<file path="src/hdl/ptg_pkg.sv">
// ----------------------------------------------------------------------------
// ptg_pkg
// Shared constants for the square-wave tone generator.
// ----------------------------------------------------------------------------
package ptg_pkg;

	// timer tick rate and ticks per millisecond
	localparam int TIMER_HZ     = 1000000;
	localparam int TICKS_PER_MS = 1000;

	// frequency, duration and wave counter width
	localparam int DATA_W = 16;
	// width of the tick-in-millisecond counter
	localparam int TICK_W = 10;
	// width of the dividend and quotient
	localparam int DIV_W  = $clog2(TIMER_HZ + 1);
	// width wide enough to test the quotient against the 16-bit ceiling
	localparam int EXT_W  = (DIV_W > DATA_W) ? DIV_W : DATA_W + 1;
	// width of the divider step counter
	localparam int STEP_W = $clog2(DIV_W);

	// dividend as a vector
	localparam logic [DIV_W-1:0] TIMER_HZ_V = DIV_W'(TIMER_HZ);

	// item kinds
	localparam logic KIND_TICK = 1'b0;
	localparam logic KIND_NOTE = 1'b1;

endpackage

</file>
<file path="src/hdl/ptg_div.sv">
// ----------------------------------------------------------------------------
// ptg_div
// Restoring divider of the timer rate by a frequency, one quotient bit a cycle.
// ----------------------------------------------------------------------------
module ptg_div
	import ptg_pkg::*;
(
	input  logic              clk,
	input  logic              arst_n,
	input  logic              start,
	input  logic [DATA_W-1:0] divisor,
	output logic              done,
	output logic [DIV_W-1:0]  quotient
);

	logic              busy_q;
	logic [STEP_W-1:0] step_q;
	logic [DATA_W:0]   rem_q;
	logic [DIV_W-1:0]  dvd_q;
	logic [DATA_W-1:0] dsr_q;
	logic              done_q;

	// shifted partial remainder and trial subtraction
	logic [DATA_W:0]   rem_sh;
	logic [DATA_W+1:0] diff;
	logic              fits;

	assign rem_sh = {rem_q[DATA_W-1:0], dvd_q[DIV_W-1]};
	assign diff   = {1'b0, rem_sh} - {2'b00, dsr_q};
	assign fits   = !diff[DATA_W+1];

	// sequencer control
	always_ff @(posedge clk or negedge arst_n) begin
		if (!arst_n) begin
			busy_q <= 1'b0;
			step_q <= '0;
			done_q <= 1'b0;
		end else begin
			// one-cycle pulse after the last quotient bit
			done_q <= busy_q && !start && (step_q == '0);
			if (start) begin
				busy_q <= 1'b1;
				step_q <= STEP_W'(DIV_W - 1);
			end else if (busy_q) begin
				if (step_q == '0) begin
					busy_q <= 1'b0;
				end else begin
					step_q <= step_q - 1'b1;
				end
			end
		end
	end

	// datapath: dividend bits shift out, quotient bits shift in
	always_ff @(posedge clk) begin
		if (start) begin
			rem_q <= '0;
			dvd_q <= TIMER_HZ_V;
			dsr_q <= divisor;
		end else if (busy_q) begin
			rem_q <= fits ? diff[DATA_W:0] : rem_sh;
			dvd_q <= {dvd_q[DIV_W-2:0], fits};
		end
	end

	assign done     = done_q;
	assign quotient = dvd_q;

endmodule

</file>
<file path="src/hdl/pwm_tone_generator.sv">
// ----------------------------------------------------------------------------
// pwm_tone_generator
// Square-wave tone generator advanced by timer tick items.
// ----------------------------------------------------------------------------
// Usage:
//   The input channel (in_valid/in_ready) carries one item per transfer:
//   kind 0 is one timer tick, kind 1 starts a note of the given frequency
//   and duration in milliseconds (frequency 0 is a rest).
//   Each item gives exactly one result on the output channel
//   (out_valid/out_ready): wave_level, busy_res and done_res.
//   A tick or a rest is registered into the output at its transfer, and ticks
//   and rests can be taken one per cycle while the receiver keeps up.
//   A tone needs 1000000/frequency, done by a restoring divider that yields
//   one quotient bit a cycle; its result is loaded through the ST_DIV and
//   ST_FIN states once the divider is done, and the block is not ready
//   meanwhile, so the next item waits until the tone's result is loaded.
//   The result sits in an output register; a new item is taken while it
//   waits only if it is being taken in the same cycle, so a stalled
//   receiver holds back the input channel.
//   Reset stops the wave, clears all counters and empties the output.
// ----------------------------------------------------------------------------
module pwm_tone_generator
	import ptg_pkg::*;
(
	input  logic              clk,
	input  logic              arst_n,
	input  logic              in_valid,
	output logic              in_ready,
	input  logic              kind,
	input  logic [DATA_W-1:0] frequency,
	input  logic [DATA_W-1:0] note_ms,
	output logic              out_valid,
	input  logic              out_ready,
	output logic              wave_level,
	output logic              busy_res,
	output logic              done_res
);

	localparam logic [1:0] ST_IDLE = 2'd0;
	localparam logic [1:0] ST_DIV  = 2'd1;
	localparam logic [1:0] ST_FIN  = 2'd2;

	logic [1:0]        state_q;
	logic [DATA_W-1:0] limit_q;
	logic [DATA_W-1:0] cmp_q;
	logic [DATA_W-1:0] count_q;
	logic              run_q;
	logic [DATA_W-1:0] ms_q;
	logic [TICK_W-1:0] tick_q;
	logic              out_valid_q;
	logic              level_q;
	logic              busy_q;
	logic              done_q;

	logic              in_xfer;
	logic              out_free;
	logic              div_start;
	logic              div_done;
	logic              res_load;
	logic [DIV_W-1:0]  quot;

	// limit from quotient, saturated to 16 bits
	logic [EXT_W-1:0]  q_ext;
	logic [EXT_W-1:0]  lim_ext;
	logic [DATA_W-1:0] lim;

	// tick path
	logic [TICK_W:0]   tick_inc;
	logic              ms_wrap;
	logic [DATA_W-1:0] ms_dec;

	assign out_free  = !out_valid_q || out_ready;
	assign in_ready  = (state_q == ST_IDLE) && out_free;
	assign in_xfer   = in_valid && in_ready;
	assign div_start = in_xfer && (kind == KIND_NOTE) && (frequency != '0);

	// a result is loaded for ticks and rests at once, for tones at the end
	assign res_load  = (in_xfer && !div_start) || ((state_q == ST_FIN) && out_free);

	ptg_div u_div (
		.clk      (clk),
		.arst_n   (arst_n),
		.start    (div_start),
		.divisor  (frequency),
		.done     (div_done),
		.quotient (quot)
	);

	assign q_ext   = EXT_W'(quot);
	assign lim_ext = (q_ext == '0) ? '0 : q_ext - 1'b1;
	assign lim     = (lim_ext > EXT_W'({DATA_W{1'b1}})) ? {DATA_W{1'b1}}
	                                                   : lim_ext[DATA_W-1:0];

	assign tick_inc = {1'b0, tick_q} + 1'b1;
	assign ms_wrap  = tick_inc >= (TICK_W + 1)'(TICKS_PER_MS);
	assign ms_dec   = ms_q - 1'b1;

	// sequencer, wave state and result register
	always_ff @(posedge clk or negedge arst_n) begin
		if (!arst_n) begin
			state_q     <= ST_IDLE;
			limit_q     <= '0;
			cmp_q       <= '0;
			count_q     <= '0;
			run_q       <= 1'b0;
			ms_q        <= '0;
			tick_q      <= '0;
			out_valid_q <= 1'b0;
			level_q     <= 1'b0;
			busy_q      <= 1'b0;
			done_q      <= 1'b0;
		end else begin
			if (res_load) begin
				out_valid_q <= 1'b1;
			end else if (out_ready) begin
				out_valid_q <= 1'b0;
			end
			case (state_q)
				ST_IDLE: begin
					if (in_xfer) begin
						if (kind == KIND_NOTE) begin
							ms_q   <= note_ms;
							tick_q <= '0;
							if (frequency == '0) begin
								// rest: stop and clear the wave counter
								run_q   <= 1'b0;
								count_q <= '0;
								level_q <= 1'b0;
								busy_q  <= note_ms != '0;
								done_q  <= 1'b0;
							end else begin
								state_q <= ST_DIV;
							end
						end else begin
							// tick: level from the count before it moves
							level_q <= run_q && (count_q < cmp_q);
							if (run_q) begin
								count_q <= (count_q >= limit_q) ? '0 : count_q + 1'b1;
							end
							if (ms_q != '0) begin
								if (ms_wrap) begin
									tick_q <= '0;
									ms_q   <= ms_dec;
									busy_q <= ms_dec != '0;
									done_q <= ms_dec == '0;
								end else begin
									tick_q <= tick_inc[TICK_W-1:0];
									busy_q <= 1'b1;
									done_q <= 1'b0;
								end
							end else begin
								busy_q <= 1'b0;
								done_q <= 1'b0;
							end
						end
					end
				end
				ST_DIV: begin
					if (div_done) begin
						limit_q <= lim;
						cmp_q   <= lim >> 1;
						count_q <= '0;
						run_q   <= 1'b1;
						state_q <= ST_FIN;
					end
				end
				ST_FIN: begin
					// tone result once the output register is free
					if (out_free) begin
						level_q <= cmp_q != '0;
						busy_q  <= ms_q != '0;
						done_q  <= 1'b0;
						state_q <= ST_IDLE;
					end
				end
				default: begin
					state_q <= ST_IDLE;
				end
			endcase
		end
	end

	assign out_valid  = out_valid_q;
	assign wave_level = level_q;
	assign busy_res   = busy_q;
	assign done_res   = done_q;

endmodule
</file>
<file path="config.mk">
export PLATFORM = sky130hd
export DESIGN_NAME = pwm_tone_generator
export DESIGN_NICKNAME = d
export VERILOG_FILES = /design/src/hdl/ptg_pkg.sv /design/src/hdl/ptg_div.sv /design/src/hdl/pwm_tone_generator.sv
export SDC_FILE = /design/constraint.sdc
export NUM_CORES = 1
export LEC_CHECK = 0
export BUFFER_PORTS_ARGS = -buffer_cell sky130_fd_sc_hd__buf_2
export CORE_MARGIN = 2
export CORE_UTILIZATION = 28
export CTS_CLUSTER_DIAMETER = 120
export CTS_CLUSTER_SIZE = 12
export DETAILED_ROUTE_END_ITERATION = 6
export PLACE_DENSITY_LB_ADDON = 0.25
export SYNTH_ARGS = -nofsm -noshare
export SYNTH_HDL_FRONTEND = slang
export SYNTH_SLANG_ARGS = --single-unit
</file>
<file path="constraint.sdc">
create_clock -name clk -period 6.5 [get_ports clk]
set_input_delay 0.975 -clock clk [delete_from_list [all_inputs] [get_ports clk]]
set_output_delay 0.975 -clock clk [all_outputs]
set_load 0.02 [all_outputs]
</file>
# Word level (Yosys, flattened, before mapping)
# Cells that the tools add are included.
[op_classes]
add_sub_neg = 6
magnitude_cmp = 4
eq_ne = 11
muxes = 52
reduce_logical = 38
[op_table]
columns = ["op", "n"]
rows = [
  ["$mux 16", 11],
  ["$reduce_bool 16->1", 5],
  ["$logic_not 16->1", 2],
  ["$pmux 16 s2", 1],
  ["$mux 10", 3],
  ["$mux 1", 23],
  ["$gt 20x16->1 const B", 1],
  ["$logic_not 20->1", 1],
  ["$mux 20", 1],
  ["$sub 20x1->20 const B", 1],
  ["$sub 17x16->18", 1],
  ["$add 16x1->16 const B", 1],
  ["$ge 16x16->1", 1],
  ["$lt 16x15->1", 1],
  ["$sub 16x1->16 const B", 1],
  ["$mux 5", 3],
  ["$reduce_and 5->1", 3],
  ["$reduce_bool 2->1", 6],
  ["$add 10x1->11 const B", 1],
  ["$ge 11x10->1 const B", 1],
  ["$mux 2", 5],
  ["$logic_and 1x1->1", 9],
  ["$ne 2x2->1 const B", 4],
  ["$pmux 1 s2", 4],
  ["other kinds (14)", 21],
]
[totals]
reg_bits = 139
inputBits = 37
out_inout_bits = 5
wordCells = 128

# Longest topological paths before layout
# Gate-level depths: netlist (run 1).
[logic_depth]
ltp_word = 10
ltp_mapped = 10
ltp_nobuf = 10

# Hierarchy
# From an unflattened synthesis (run 1), not the netlist that was laid out.
[hier_totals]
cells_unflattened = 874
hier_area_um2 = 7881.3
[modules_own_cells]
columns = ["mod", "n_inst", "cells_each", "area_per_inst_um2"]
rows = [
  ["pwm_tone_generator", 1, 557, 4750.8],
  ["ptg_div", 1, 317, 3130.5],
]

# Worst setup path before layout (run 1)
# No wires, ideal clock.
[synth_timing]
path_type = "input -> register"
startpoint = "input out_ready"
endpoint = "register u_div.dsr_q[0] (enable)"
setup_time_ps = 387
t_arrival_ps = 2700
t_required_ps = 6113
path_slack_ps = 3414
cell_stages = 7
path_cell_list = "nand2b_1 -> nand3_1 -> nor2_1 -> nand2_1 -> inv_1 -> clkbuf_1 -> clkbuf_1"
[synth_via]
elab_chain_len = 5
[synth_rtl]
columns = ["item", "line_no", "source"]
rows = [
  ["start, declared", "pwm_tone_generator.sv:33", "input logic out_ready,"],
  ["$logic_or 1x1->1", "pwm_tone_generator.sv:72", "assign out_free = !out_valid_q || out_ready;"],
  ["$logic_and 1x1->1", "pwm_tone_generator.sv:73", "assign in_ready = (state_q == ST_IDLE) && out_free;"],
  ["$logic_and 1x1->1", "pwm_tone_generator.sv:74", "assign in_xfer = in_valid && in_ready;"],
  ["$logic_and 1x1->1 (2 in series)", "pwm_tone_generator.sv:75", "assign div_start = in_xfer && (kind == KIND_NOTE) && (frequency != '0);"],
  ["named net div_start", "pwm_tone_generator.sv:57", "logic div_start;"],
  ["end signal, assigned", "ptg_div.sv:59", "dsr_q <= divisor;"],
  ["end, declared", "ptg_div.sv:20", "logic [DATA_W-1:0] dsr_q;"],
]
# The timed path passes the listed nets, and every way through them passes these cells.
# A chain may end at the register's enable or synchronous reset.

# Worst setup path after layout (run 1)
[layout_timing]
startpoint = "input frequency[10]"
endpoint = "register u_div.rem_q[4]"
[layout_via]
elab_chain_len = 2
[layout_rtl]
columns = ["item", "line_no", "source"]
rows = [
  ["start, declared", "pwm_tone_generator.sv:30", "input logic [DATA_W-1:0] frequency,"],
  ["$reduce_bool 16->1", "pwm_tone_generator.sv:75", ""],
  ["$logic_and 1x1->1", "pwm_tone_generator.sv:75", ""],
  ["end signal, assigned", "ptg_div.sv:61", "rem_q <= fits ? diff[DATA_W:0] : rem_sh;"],
  ["end, declared", "ptg_div.sv:18", "logic [DATA_W:0] rem_q;"],
]
# No other way between the ends.

==> impl_results.html, run 1 <==
<table>
<tr><th>Metric</th><th>Value</th></tr>
<tr><th colspan="2">Setup path</th></tr>
<tr><td>Launching point of the worst reg2reg path</td><td>state_q[1]</td></tr>
<tr><td>Startpoint kind of the worst setup timing path</td><td>input pin</td></tr>
<tr><td>Largest delay share family, worst path</td><td>simple AND/OR/NAND/NOR gates</td></tr>
<tr><td>Cell Chain, Critical Path</td><td>buf_2 &gt; nor4_1 &gt; nand4_1 &gt; nand2_1 &gt; inv_1 &gt; buf_4 &gt; nor2_1 &gt; a221o_1</td></tr>
<tr><td>Crit path buf inv count</td><td>3</td></tr>
<tr><td>Slack of the worst reg-to-reg path</td><td>3.13 ns</td></tr>
<tr><td>Biggest cell delay along the critical path</td><td>0.63 ns</td></tr>
<tr><td>Type of destination of the critical path</td><td>register</td></tr>
<tr><td>Crit-path max FO</td><td>20</td></tr>
<tr><td>Worst setup startpoint</td><td>frequency[10]</td></tr>
<tr><td>Cell with the biggest individual delay on the critical path</td><td>nor2_1</td></tr>
<tr><td>Data required, critical path</td><td>6.86 ns</td></tr>
<tr><td>Crit path kind</td><td>input pin to register</td></tr>
<tr><td>Signal arrival time at the worst endpoint</td><td>4.31 ns</td></tr>
<tr><th colspan="2">Clock tree</th></tr>
<tr><td>Clock tree from TritonCTS</td><td>yes</td></tr>
<tr><td>Number of H-tree branching levels</td><td>4</td></tr>
<tr><td>Number of buffers inserted during clock tree synthesis</td><td>17</td></tr>
<tr><td>Hold buffer count at cts</td><td>0</td></tr>
<tr><td>Number of buffers between clock root and the deepest sink</td><td>2</td></tr>
<tr><td>Worst-skew pair later-pin latency</td><td>0.42 ns</td></tr>
<tr><td>Post-cts repair resize count</td><td>0</td></tr>
<tr><td>Clock root buffer master</td><td>clkbuf_16</td></tr>
<tr><td>Num Clock Sinks</td><td>124</td></tr>
<tr><td>Clock-pin slew on the worst setup and hold paths</td><td>0.06 ns</td></tr>
<tr><td>Setup repair bufs after CTS</td><td>0</td></tr>
<tr><th colspan="2">Yosys</th></tr>
<tr><td>Async set-reset flop share out of synthesis</td><td>0.581</td></tr>
<tr><td>Most instantiated library cell after synthesis</td><td>nand2_1</td></tr>
<tr><td>Number of synthesized register bits</td><td>124</td></tr>
<tr><td>Number of cells produced by synthesis</td><td>853</td></tr>
<tr><td>Main combinational cell family by area after synthesis</td><td>compound AO/OA/AOI/OAI gates</td></tr>
<tr><td>Main flop type after synthesis</td><td>dfrtp_1</td></tr>
<tr><td>Fraction of the mapped netlist area in compound gates</td><td>0.206</td></tr>
<tr><td>Post-Syn Area</td><td>7590 um2</td></tr>
<tr><td>Share of synthesized area occupied by flip-flops and latches</td><td>0.395</td></tr>
<tr><td>Proportion of synthesized area in mux cells</td><td>0.0303</td></tr>
<tr><td>Area fraction in and, or, nand and nor cells after synthesis</td><td>0.198</td></tr>
<tr><td>Post-synthesis share of cell area spent on full adders, half adders and majority gates</td><td>0.0933</td></tr>
<tr><td>Post-synthesis cell type count</td><td>70</td></tr>
<tr><td>Number of enable-type register cells in the synthesized netlist</td><td>16</td></tr>
<tr><td>Top cell type's share of synthesized area</td><td>0.237</td></tr>
<tr><td>Leading cell types by total area after synthesis</td><td>dfrtp_1, dfxtp_1, ha_1, edfxtp_1, a21oi_1</td></tr>
<tr><td>Post-synthesis xor/xnor area fraction</td><td>0.0334</td></tr>
<tr><td>Yosys warnings</td><td>0</td></tr>
<tr><td>Cell type with the largest total area after synthesis</td><td>dfrtp_1</td></tr>
<tr><td>Commonest cells in the netlist</td><td>nand2_1, dfrtp_1, nor2_1, a21oi_1</td></tr>
<tr><td>Synth Net Count</td><td>946</td></tr>
<tr><td>Post-synthesis area per instance</td><td>8.90 um2</td></tr>
<tr><th colspan="2">Detailed routing</th></tr>
<tr><td>Initial DRC count</td><td>276</td></tr>
<tr><td>Routed WL</td><td>18.6 mm</td></tr>
<tr><td>Mean number of vias per cell</td><td>5.08</td></tr>
<tr><td>Number of iterations in the first detailed-routing pass</td><td>4</td></tr>
<tr><td>Avg WL per Cell</td><td>14.9 um</td></tr>
<tr><td>Post-route DRC</td><td>0</td></tr>
<tr><td>Via count</td><td>6324</td></tr>
<tr><td>Count of antenna-violating nets left after detailed routing</td><td>0</td></tr>
<tr><th colspan="2">Floorplanning</th></tr>
<tr><td>Starting density of the core</td><td>0.283</td></tr>
<tr><td>Die W</td><td>169 um</td></tr>
<tr><td>Area inside the core boundary</td><td>26800 um2</td></tr>
<tr><td>Std-Cell Rows</td><td>60</td></tr>
<tr><td>Number of ports placed on the die boundary</td><td>42</td></tr>
<tr><td>Total die area</td><td>28500 um2</td></tr>
<tr><td>Die boundary height</td><td>169 um</td></tr>
<tr><th colspan="2">Hold path</th></tr>
<tr><td>Type of the tightest min-delay check</td><td>input pin to asynchronous set/reset pin</td></tr>
<tr><th colspan="2">Power</th></tr>
<tr><td>Power dissipated by switching net loads</td><td>0.00160 W</td></tr>
<tr><td>Logic pwr share</td><td>0.410</td></tr>
<tr><td>Power density relative to cell area</td><td>452 nW/um2</td></tr>
<tr><td>Sequential Power Share</td><td>0.343</td></tr>
<tr><td>Proportion of power drawn by the clock network</td><td>0.247</td></tr>
<tr><td>Switching power as a share of total power</td><td>0.404</td></tr>
<tr><td>Static leakage</td><td>3.98 nW</td></tr>
<tr><td>Worst VDD drop</td><td>0.000156 V</td></tr>
<tr><td>Internal Dissipation</td><td>0.00236 W</td></tr>
<tr><th colspan="2">Run status</th></tr>
<tr><td>Run status</td><td>completed</td></tr>
<tr><th colspan="2">Final layout</th></tr>
<tr><td>Finished Cell Area</td><td>8770 um2</td></tr>
<tr><td>Share of final-layout standard cells stronger than drive strength 1</td><td>0.101</td></tr>
<tr><td>Utilization after layout</td><td>0.327</td></tr>
<tr><td>Antenna diode count</td><td>0</td></tr>
<tr><td>Area Overhead vs Synth</td><td>15.6%</td></tr>
<tr><td>Number of nets in the layout</td><td>984</td></tr>
<tr><th colspan="2">STA</th></tr>
<tr><td>Number of hold violations in the final report</td><td>0</td></tr>
<tr><td>Post-layout min period</td><td>3.95 ns</td></tr>
<tr><td>Clock Skew</td><td>0.0118 ns</td></tr>
<tr><td>Final setup viols</td><td>0</td></tr>
<tr><td>Least-Margin Pin Slew</td><td>1.14 ns</td></tr>
<tr><td>Fin crit share</td><td>0.608</td></tr>
<tr><td>Final-report max-slew violation count</td><td>0</td></tr>
<tr><td>Max-slew headroom at the worst pin</td><td>0.235</td></tr>
<tr><td>Achievable frequency</td><td>253 MHz</td></tr>
<tr><td>Final-layout worst hold slack</td><td>0.440 ns</td></tr>
<tr><td>Total Negative Setup Slacks</td><td>0 ns</td></tr>
<tr><td>RSZ-0062 raised after global routing</td><td>false</td></tr>
<tr><th colspan="2">GRT</th></tr>
<tr><td>Number of antenna violations at the first check in global routing</td><td>0</td></tr>
<tr><td>Pin count of the biggest net entering global routing</td><td>53</td></tr>
<tr><td>GRT Residual Overflow</td><td>0</td></tr>
<tr><td>Number of global-route vias before repair</td><td>6211</td></tr>
<tr><td>First-pass GRT wire length</td><td>31.8 mm</td></tr>
<tr><td>GRT Util Overall</td><td>0.137</td></tr>
<tr><th colspan="2">Placed design</th></tr>
<tr><td>Post-DP HPWL</td><td>13.6 mm</td></tr>
<tr><td>Number of buffers added on ports</td><td>41</td></tr>
<tr><td>Placement Cell Area</td><td>8170 um2</td></tr>
<tr><td>Weighted congestion reported at the end of routability-driven placement</td><td>0.800</td></tr>
<tr><th colspan="2">Run</th></tr>
<tr><td>Max-cap violations</td><td>0</td></tr>
</table>
[routing by layer]
layer	wire, um	vias up	track usage
li1	-	3245	-
met1	9450	2987	0.189
met2	8470	78	0.218
met3	466	14	0.0255
met4	223	0	0.0390
met5	0	-	0
[cells in the final DEF (no fill, tap or decap), types with 13 or more instances in the layout]
master,n
nor3_1,25
o21ai_0,45
nor2_1,68
nor4_1,21
xor2_1,16
mux2i_1,23
o22ai_1,17
xnor2_1,13
nand2_1,73
a31oi_1,15
dfrtp_1,72
a21o_1,17
clkbuf_16,18
and3_1,17
edfxtp_1,16
nand2b_1,20
nand4_1,13
nand3_1,26
a21oi_1,58
inv_1,55
buf_2,40
dfxtp_1,36
ha_1,55
[final timing paths]
kind | end | depth (start not counted)
max | u_div.rem_q[4] | 8
min | count_q[4] | 1
max in group asynchronous | tick_q[8] | 2
min in group clk | tick_q[9] | 1
max reg2reg | u_div.rem_q[4] | 8
min reg2reg | tick_q[9] | 1
[registers in the layout, indices dropped and copies added, names as in the netlist, 2 cells and up]
register / flops
state_q: 2
ms_q: 16
count_q: 16
u_div.rem_q: 16
limit_q: 16
tick_q: 10
u_div.quotient: 20
u_div.dsr_q: 16
u_div.step_q: 5
[cell type report]
cell class | count | area [um2]
clock inverter | 14 | 158
fill | 2740 | 18000
inverter | 55 | 206
clock buffer | 18 | 450
tap | 341 | 427
sequential | 124 | 3000
timing repair buffer | 49 | 268
multi-input combinational | 644 | 4260
[through the flow]
stage | total power [W] | instances | worst slack [ns]
2_1_floorplan | 0.00259 | 853 | 3.41
3_3_place_gp | 0.00299 | 1213 | 1.90
3_5_place_dp | 0.00300 | 1213 | 1.86
4_1_cts | 0.00399 | 1245 | 2.29
5_1_grt | 0.00431 | 1245 | 2.12
6_report | 0.00396 | 1245 | 2.55
[logic make-up (layout without fill, tap and decap cells)]
| family | after synthesis | count (layout) |
|---|---|---|
| buffers and inverters | 85 | 136 |
| adder cells (fa/ha/maj) | 56 | 56 |
| XOR/XNOR | 29 | 29 |
| AO/OA/AOI/OAI | 239 | 239 |
| AND/OR/NAND/NOR | 297 | 297 |
| multiplexers | 23 | 23 |
| flip-flops | 124 | 124 |
[power by group through the flow]
stage	clock network, W	logic [W]	registers [W]
floorplan	0	0.00132	0.00127
global placement	0	0.00162	0.00137
detailed placement	0	0.00163	0.00137
CTS	0.000999	0.00164	0.00136
global route	0.00104	0.00186	0.00141
finish	0.000980	0.00162	0.00136
Note: power is estimated with default switching activity, not from simulation.
==> inputs of run 2 (changes only) <==
==> constraint.sdc (replaced) <==
create_clock -name clk -period 3.7 [get_ports clk]
set_input_delay 0.555 -clock clk [delete_from_list [all_inputs] [get_ports clk]]
set_output_delay 0.555 -clock clk [all_outputs]
set_load 0.02 [all_outputs]
==> run 2 against run 1 <==
Routed wire length up 1.6%; flip-flop and latch count unchanged; final cell count up 0.56%; sequential power up 77%; global-route usage up 0.30 points; critical path type is now register to register; largest power group unchanged; highest routed layer unchanged.
==> impl_results.html, run 2 (synthesis gave the netlist of run 1 again) <==
<table>
<tr><th>Metric</th><th>Value</th></tr>
<tr><th colspan="2">Power</th></tr>
<tr><td>Proportion of power drawn by the clock network</td><td>0.229</td></tr>
<tr><td>Power density relative to cell area</td><td>779 nW/um2</td></tr>
<tr><td>Sequential Power Share</td><td>0.352</td></tr>
<tr><td>Logic pwr share</td><td>0.420</td></tr>
<tr><td>Static leakage</td><td>3.98 nW</td></tr>
<tr><td>Power dissipated by switching net loads</td><td>0.00279 W</td></tr>
<tr><td>Power Total</td><td>0.00684 W</td></tr>
<tr><td>Worst VDD drop</td><td>0.000303 V</td></tr>
<tr><td>Switching power as a share of total power</td><td>0.409</td></tr>
<tr><td>Internal Dissipation</td><td>0.00404 W</td></tr>
<tr><th colspan="2">Detailed routing</th></tr>
<tr><td>Via count</td><td>6434</td></tr>
<tr><td>Post-route DRC</td><td>0</td></tr>
<tr><td>Mean number of vias per cell</td><td>5.14</td></tr>
<tr><td>Number of iterations in the first detailed-routing pass</td><td>4</td></tr>
<tr><td>Count of antenna-violating nets left after detailed routing</td><td>0</td></tr>
<tr><td>Avg WL per Cell</td><td>15.1 um</td></tr>
<tr><td>Routed WL</td><td>18.9 mm</td></tr>
<tr><td>Initial DRC count</td><td>332</td></tr>
<tr><th colspan="2">STA</th></tr>
<tr><td>Final setup viols</td><td>0</td></tr>
<tr><td>Achievable frequency</td><td>353 MHz</td></tr>
<tr><td>Clock Skew</td><td>0.0121 ns</td></tr>
<tr><td>Total Negative Setup Slacks</td><td>0 ns</td></tr>
<tr><td>Number of hold violations in the final report</td><td>0</td></tr>
<tr><td>Post-layout min period</td><td>2.83 ns</td></tr>
<tr><td>Least-Margin Pin Slew</td><td>0.962 ns</td></tr>
<tr><td>Max-slew headroom at the worst pin</td><td>0.359</td></tr>
<tr><td>Final-report max-slew violation count</td><td>0</td></tr>
<tr><td>Fin crit share</td><td>0.766</td></tr>
<tr><td>RSZ-0062 raised after global routing</td><td>false</td></tr>
<tr><td>Final-layout worst hold slack</td><td>0.289 ns</td></tr>
<tr><th colspan="2">Setup path</th></tr>
<tr><td>Type of destination of the critical path</td><td>register</td></tr>
<tr><td>Signal arrival time at the worst endpoint</td><td>3.20 ns</td></tr>
<tr><td>Biggest cell delay along the critical path</td><td>0.53 ns</td></tr>
<tr><td>Cell Chain, Critical Path</td><td>inv_1 &gt; ha_1 &gt; nor2b_1 &gt; o2111ai_1 &gt; a21oi_1 &gt; nor3_1 &gt; a211oi_1 &gt; buf_4 &gt; nor3_2 &gt; a221o_1</td></tr>
<tr><td>Slack of the worst reg-to-reg path</td><td>0.87 ns</td></tr>
<tr><td>Critical register-to-register path endpoint</td><td>u_div.rem_q[2]</td></tr>
<tr><td>Depth of the worst register-to-register path</td><td>10</td></tr>
<tr><td>Launching point of the worst reg2reg path</td><td>u_div.dsr_q[1]</td></tr>
<tr><td>Cell with the biggest individual delay on the critical path</td><td>nor3_2</td></tr>
<tr><td>Largest delay share family, worst path</td><td>simple AND/OR/NAND/NOR gates</td></tr>
<tr><td>Startpoint kind of the worst setup timing path</td><td>register</td></tr>
<tr><td>Crit path buf inv count</td><td>2</td></tr>
<tr><td>Crit-path max FO</td><td>9</td></tr>
<tr><td>Crit path kind</td><td>register to register</td></tr>
<tr><td>Data required, critical path</td><td>4.06 ns</td></tr>
<tr><th colspan="2">Final layout</th></tr>
<tr><td>Share of final-layout standard cells stronger than drive strength 1</td><td>0.106</td></tr>
<tr><td>Area Overhead vs Synth</td><td>15.6%</td></tr>
<tr><td>Commonest non-fill, non-tap cells in the layout</td><td>nand2_1, dfrtp_1, nor2_1</td></tr>
<tr><td>Antenna diode count</td><td>0</td></tr>
<tr><td>Number of nets in the layout</td><td>991</td></tr>
<tr><td>Leading cell type in the layout, fill and taps excluded</td><td>nand2_1</td></tr>
<tr><td>Layout fillers</td><td>2767</td></tr>
<tr><td>Number of flip-flops under the largest register name</td><td>20</td></tr>
<tr><th colspan="2">GRT</th></tr>
<tr><td>Number of global-route vias before repair</td><td>6363</td></tr>
<tr><td>Number of antenna violations at the first check in global routing</td><td>0</td></tr>
<tr><td>First-pass GRT wire length</td><td>32.5 mm</td></tr>
<tr><td>GRT Residual Overflow</td><td>0</td></tr>
<tr><td>Pin count of the biggest net entering global routing</td><td>73</td></tr>
<tr><td>GRT Util Overall</td><td>0.140</td></tr>
<tr><th colspan="2">Floorplanning</th></tr>
<tr><td>Total die area</td><td>28500 um2</td></tr>
<tr><td>Die W</td><td>169 um</td></tr>
<tr><td>Starting density of the core</td><td>0.283</td></tr>
<tr><td>Area inside the core boundary</td><td>26800 um2</td></tr>
<tr><td>Die boundary height</td><td>169 um</td></tr>
<tr><td>Number of ports placed on the die boundary</td><td>42</td></tr>
<tr><td>Std-Cell Rows</td><td>60</td></tr>
<tr><th colspan="2">Run status</th></tr>
<tr><td>Run status</td><td>completed</td></tr>
<tr><th colspan="2">Placed design</th></tr>
<tr><td>Post-DP HPWL</td><td>13.6 mm</td></tr>
<tr><td>Weighted congestion reported at the end of routability-driven placement</td><td>0.796</td></tr>
<tr><td>Number of buffers added on ports</td><td>41</td></tr>
<tr><th colspan="2">Clock tree</th></tr>
<tr><td>Clock tree from TritonCTS</td><td>yes</td></tr>
<tr><td>Number of H-tree branching levels</td><td>4</td></tr>
<tr><td>Hold buffer count at cts</td><td>0</td></tr>
<tr><td>Clock root buffer master</td><td>clkbuf_16</td></tr>
<tr><td>Number of buffers inserted during clock tree synthesis</td><td>17</td></tr>
<tr><td>Clock-pin slew on the worst setup and hold paths</td><td>0.06 ns</td></tr>
<tr><td>Num Clock Sinks</td><td>124</td></tr>
<tr><td>Setup repair bufs after CTS</td><td>0</td></tr>
<tr><td>Post-cts repair resize count</td><td>0</td></tr>
<tr><td>Worst-skew pair later-pin latency</td><td>0.42 ns</td></tr>
<tr><td>Number of buffers between clock root and the deepest sink</td><td>2</td></tr>
<tr><th colspan="2">Run</th></tr>
<tr><td>Max-cap violations</td><td>0</td></tr>
<tr><th colspan="2">Hold path</th></tr>
<tr><td>Type of the tightest min-delay check</td><td>input pin to asynchronous set/reset pin</td></tr>
</table>
==> run 2: cell count changes in the layout (fill, tap and decap cells not counted) <==
cell	change
bufinv_16	-2
inv_6	-5
clkinvlp_4	+2
buf_4	+7
clkinv_2	+1
clkbuf_1	+1
clkinv_4	+2
clkbuf_8	+1
==> run 2: cell type report <==
type / count / area [um2] / share of cell area
clock inverters: 12 / 91.3 / 0.0104
repair buffers: 56 / 320 / 0.0365
multi-input cells: 644 / 4260 / 0.486
flip-flops and latches: 124 / 3000 / 0.342
well taps: 341 / 427 / 0.0486
inverters: 55 / 206 / 0.0235
clock buffers: 20 / 468 / 0.0533
==> run 2: how the worst max path moves through the flow <==
stage,start,to,cells past startpoint
finish,u_div.dsr_q[1],u_div.rem_q[2],10
global route,u_div.dsr_q[1],u_div.rem_q[9],10
CTS,u_div.dsr_q[1],u_div.rem_q[9],10
detailed placement,frequency[10],u_div.rem_q[7],7
global placement,frequency[10],u_div.rem_q[13],7
floorplan,out_ready,u_div.dsr_q[0],7
==> run 2: per-stage QoR <==
step | cell area, um2 | cells | utilization | setup WS, ns
2_1_floorplan | 7590 | 853 | - | 1.03
3_3_place_gp | 8220 | 1220 | 0.307 | 0.590
3_5_place_dp | 8220 | 1220 | 0.307 | 0.583
4_1_cts | 8780 | 1252 | 0.328 | 0.910
5_1_grt | 8780 | 1252 | 0.328 | 0.672
6_report | 8780 | 1252 | 0.328 | 0.866
==> run 2: metal layers <==
| metal | part of all wire | vias up | wire (um) | track usage |
|---|---|---|---|---|
| li1 | - | 3243 | - | - |
| met1 | 0.51 | 3059 | 9600 | 0.196 |
| met2 | 0.45 | 121 | 8500 | 0.218 |
| met3 | 0.035 | 11 | 656 | 0.0255 |
| met4 | 0.0086 | 0 | 162 | 0.0412 |
| met5 | 0 | - | 0 | 0 |
==> run 2: power groups by stage <==
stage	Sequential [W]	Combinational, W	Clock [W]
2_1_floorplan	0.00223	0.00231	0
3_3_place_gp	0.00242	0.00285	0
3_5_place_dp	0.00242	0.00287	0
4_1_cts	0.00240	0.00288	0.00161
5_1_grt	0.00250	0.00330	0.00168
6_report	0.00241	0.00287	0.00156
==> inputs of run 3 (changes only) <==
==> constraint.sdc (replaced) <==
create_clock -name clk -period 3 [get_ports clk]
set_input_delay 0.45 -clock clk [delete_from_list [all_inputs] [get_ports clk]]
set_output_delay 0.45 -clock clk [all_outputs]
set_load 0.02 [all_outputs]
==> run 3 against run 2 <==
Global-route usage is 0.25 points lower; via count is 0.70% higher; fmax is 3.8% higher; combinational power is 26% higher; critical path depth is 1 lower; final cell count is 1.5% higher; sequential share of layout area is 0.95 points lower; total power is 30% higher; worst setup slack worse by 0.60 ns; critical endpoint is now u_div.rem_q[0].
==> impl_results.html, run 3 (synthesis gave the netlist of run 1 again) <==
<table>
<tr><th>Metric</th><th>Value</th></tr>
<tr><th colspan="2">Power</th></tr>
<tr><td>Worst VDD drop</td><td>0.000373 V</td></tr>
<tr><td>Static leakage</td><td>4.14 nW</td></tr>
<tr><td>Power Total</td><td>0.00888 W</td></tr>
<tr><td>Power density relative to cell area</td><td>983 nW/um2</td></tr>
<tr><th colspan="2">Final layout</th></tr>
<tr><td>Layout fillers</td><td>2719</td></tr>
<tr><td>Number of flip-flops under the largest register name</td><td>20</td></tr>
<tr><td>Commonest non-fill, non-tap cells in the layout</td><td>nand2_1, dfrtp_1, nor2_1</td></tr>
<tr><td>Utilization after layout</td><td>0.337</td></tr>
<tr><td>Area occupied by multi-input gates</td><td>4270 um2</td></tr>
<tr><td>Storage element area</td><td>3000 um2</td></tr>
<tr><td>Antenna diode count</td><td>0</td></tr>
<tr><td>Leading cell type in the layout, fill and taps excluded</td><td>nand2_1</td></tr>
<tr><td>Area Overhead vs Synth</td><td>18.9%</td></tr>
<tr><td>Share of final-layout standard cells stronger than drive strength 1</td><td>0.125</td></tr>
<tr><td>Number of nets in the layout</td><td>1010</td></tr>
<tr><td>Finished Cell Area</td><td>9030 um2</td></tr>
<tr><th colspan="2">Hold path</th></tr>
<tr><td>Min-Delay Endpoint</td><td>u_div.dsr_q[15]</td></tr>
<tr><td>Type of the tightest min-delay check</td><td>input pin to register</td></tr>
<tr><td>Worst min-delay path startpoint</td><td>frequency[15]</td></tr>
<tr><td>Cells on Worst Hold Path</td><td>1</td></tr>
<tr><th colspan="2">Floorplanning</th></tr>
<tr><td>Std-Cell Rows</td><td>60</td></tr>
<tr><td>Number of ports placed on the die boundary</td><td>42</td></tr>
<tr><td>Starting density of the core</td><td>0.283</td></tr>
<tr><td>Area inside the core boundary</td><td>26800 um2</td></tr>
<tr><td>Die boundary height</td><td>169 um</td></tr>
<tr><td>Total die area</td><td>28500 um2</td></tr>
<tr><td>Die W</td><td>169 um</td></tr>
<tr><th colspan="2">Setup path</th></tr>
<tr><td>Type of destination of the critical path</td><td>register</td></tr>
<tr><td>Launching point of the worst reg2reg path</td><td>u_div.dsr_q[1]</td></tr>
<tr><td>Crit path kind</td><td>register to register</td></tr>
<tr><td>Critical register-to-register path endpoint</td><td>u_div.rem_q[0]</td></tr>
<tr><td>Data required, critical path</td><td>3.33 ns</td></tr>
<tr><td>Startpoint kind of the worst setup timing path</td><td>register</td></tr>
<tr><td>Depth of the worst register-to-register path</td><td>9</td></tr>
<tr><td>Signal arrival time at the worst endpoint</td><td>3.06 ns</td></tr>
<tr><td>Slack of the worst reg-to-reg path</td><td>0.27 ns</td></tr>
<tr><td>Crit-path max FO</td><td>6</td></tr>
<tr><th colspan="2">STA</th></tr>
<tr><td>Final setup viols</td><td>0</td></tr>
<tr><td>Final-layout worst hold slack</td><td>0.228 ns</td></tr>
<tr><td>Final-report max-slew violation count</td><td>0</td></tr>
<tr><td>Post-layout min period</td><td>2.73 ns</td></tr>
<tr><td>Total Negative Setup Slacks</td><td>0 ns</td></tr>
<tr><td>Number of hold violations in the final report</td><td>0</td></tr>
<tr><td>Achievable frequency</td><td>366 MHz</td></tr>
<tr><td>RSZ-0062 raised after global routing</td><td>false</td></tr>
<tr><td>Fin crit share</td><td>0.910</td></tr>
<tr><td>Clock Skew</td><td>0.0120 ns</td></tr>
<tr><td>Max-slew headroom at the worst pin</td><td>0.446</td></tr>
<tr><td>Least-Margin Pin Slew</td><td>0.832 ns</td></tr>
<tr><th colspan="2">Detailed routing</th></tr>
<tr><td>Routed WL</td><td>18.8 mm</td></tr>
<tr><td>Post-route DRC</td><td>0</td></tr>
<tr><td>Initial DRC count</td><td>323</td></tr>
<tr><td>Number of iterations in the first detailed-routing pass</td><td>5</td></tr>
<tr><td>Count of antenna-violating nets left after detailed routing</td><td>0</td></tr>
<tr><td>Mean number of vias per cell</td><td>5.10</td></tr>
<tr><td>Avg WL per Cell</td><td>14.8 um</td></tr>
<tr><td>Via count</td><td>6479</td></tr>
<tr><th colspan="2">GRT</th></tr>
<tr><td>First-pass GRT wire length</td><td>32.0 mm</td></tr>
<tr><td>GRT Util Overall</td><td>0.137</td></tr>
<tr><td>GRT Residual Overflow</td><td>0</td></tr>
<tr><td>Number of global-route vias before repair</td><td>6182</td></tr>
<tr><td>Number of antenna violations at the first check in global routing</td><td>0</td></tr>
<tr><td>Pin count of the biggest net entering global routing</td><td>35</td></tr>
<tr><th colspan="2">Clock tree</th></tr>
<tr><td>Number of buffers inserted during clock tree synthesis</td><td>17</td></tr>
<tr><td>Num Clock Sinks</td><td>124</td></tr>
<tr><td>Setup repair bufs after CTS</td><td>0</td></tr>
<tr><td>Worst-skew pair later-pin latency</td><td>0.41 ns</td></tr>
<tr><td>Clock root buffer master</td><td>clkbuf_16</td></tr>
<tr><td>Clock-pin slew on the worst setup and hold paths</td><td>0.06 ns</td></tr>
<tr><td>Clock tree from TritonCTS</td><td>yes</td></tr>
<tr><td>Number of H-tree branching levels</td><td>4</td></tr>
<tr><td>Number of buffers between clock root and the deepest sink</td><td>2</td></tr>
<tr><th colspan="2">Placed design</th></tr>
<tr><td>Post-DP HPWL</td><td>13.8 mm</td></tr>
<tr><td>Weighted congestion reported at the end of routability-driven placement</td><td>0.837</td></tr>
<tr><td>Placement Cell Area</td><td>8350 um2</td></tr>
<tr><td>Number of buffers added on ports</td><td>41</td></tr>
<tr><th colspan="2">Run status</th></tr>
<tr><td>Run status</td><td>completed</td></tr>
<tr><th colspan="2">Run</th></tr>
<tr><td>Max-cap violations</td><td>0</td></tr>
</table>
-- run 3: area by class of cell --
type                            instances  area share
Sequential cell                       124       0.333
Timing Repair Buffer                   75      0.0515
Tap cell                              341      0.0472
Clock buffer                           19      0.0527
Multi-Input combinational cell        644       0.473
Clock inverter                         13      0.0205
Inverter                               55      0.0229
-- run 3: worst max-delay path by stage --
stage,start,to
finish,u_div.dsr_q[1],u_div.rem_q[0]
global route,u_div.dsr_q[1],u_div.rem_q[11]
CTS,u_div.dsr_q[1],u_div.rem_q[3]
detailed placement,u_div.dsr_q[1],u_div.rem_q[4]
global placement,u_div.dsr_q[1],u_div.rem_q[2]
floorplan,out_valid,u_div.dsr_q[0]
-- run 3: power breakdown --
part	internal, W	switching [W]
sequential	0.00228	0.000670
clock	0.00149	0.000801
combinational	0.00165	0.00198
total	0.00542	0.00345
-- run 3: layer usage --
layer  global-route usage  part of all wire  vias to the layer above
met2                0.217              0.46                       73
met4               0.0326            0.0065                        0
met1                0.195              0.51                     3117
li1                     -                 -                     3284
met5                    0                 0                        -
met3               0.0243             0.021                        5
-- run 3: critical path, stage by stage (launching register included) --
cell       delay (ns)
edfxtp_1         0.42
inv_1            0.08
ha_1             0.22
nor2b_1          0.14
o2111ai_1        0.28
a21oi_1          0.15
nor3_1           0.45
a211oi_2         0.22
or3_1            0.48
o221ai_1         0.20
-- run 3: through the flow --
| stage | worst slack, ns | cells |
|---|---|---|
| 6_report | 0.271 | 1271 |
| 5_1_grt | 0.0403 | 1271 |
| 4_1_cts | 0.192 | 1271 |
| 3_5_place_dp | 0.219 | 1238 |
| 3_3_place_gp | 0.291 | 1238 |
| 2_1_floorplan | 0.432 | 853 |
-- run 3: timing repair --
item	4_1_cts	5_1_grt
hold buffers	1	0
endpoints found under the hold margin	5	0
setup endpoints to repair	0	10
resized for setup	0	1
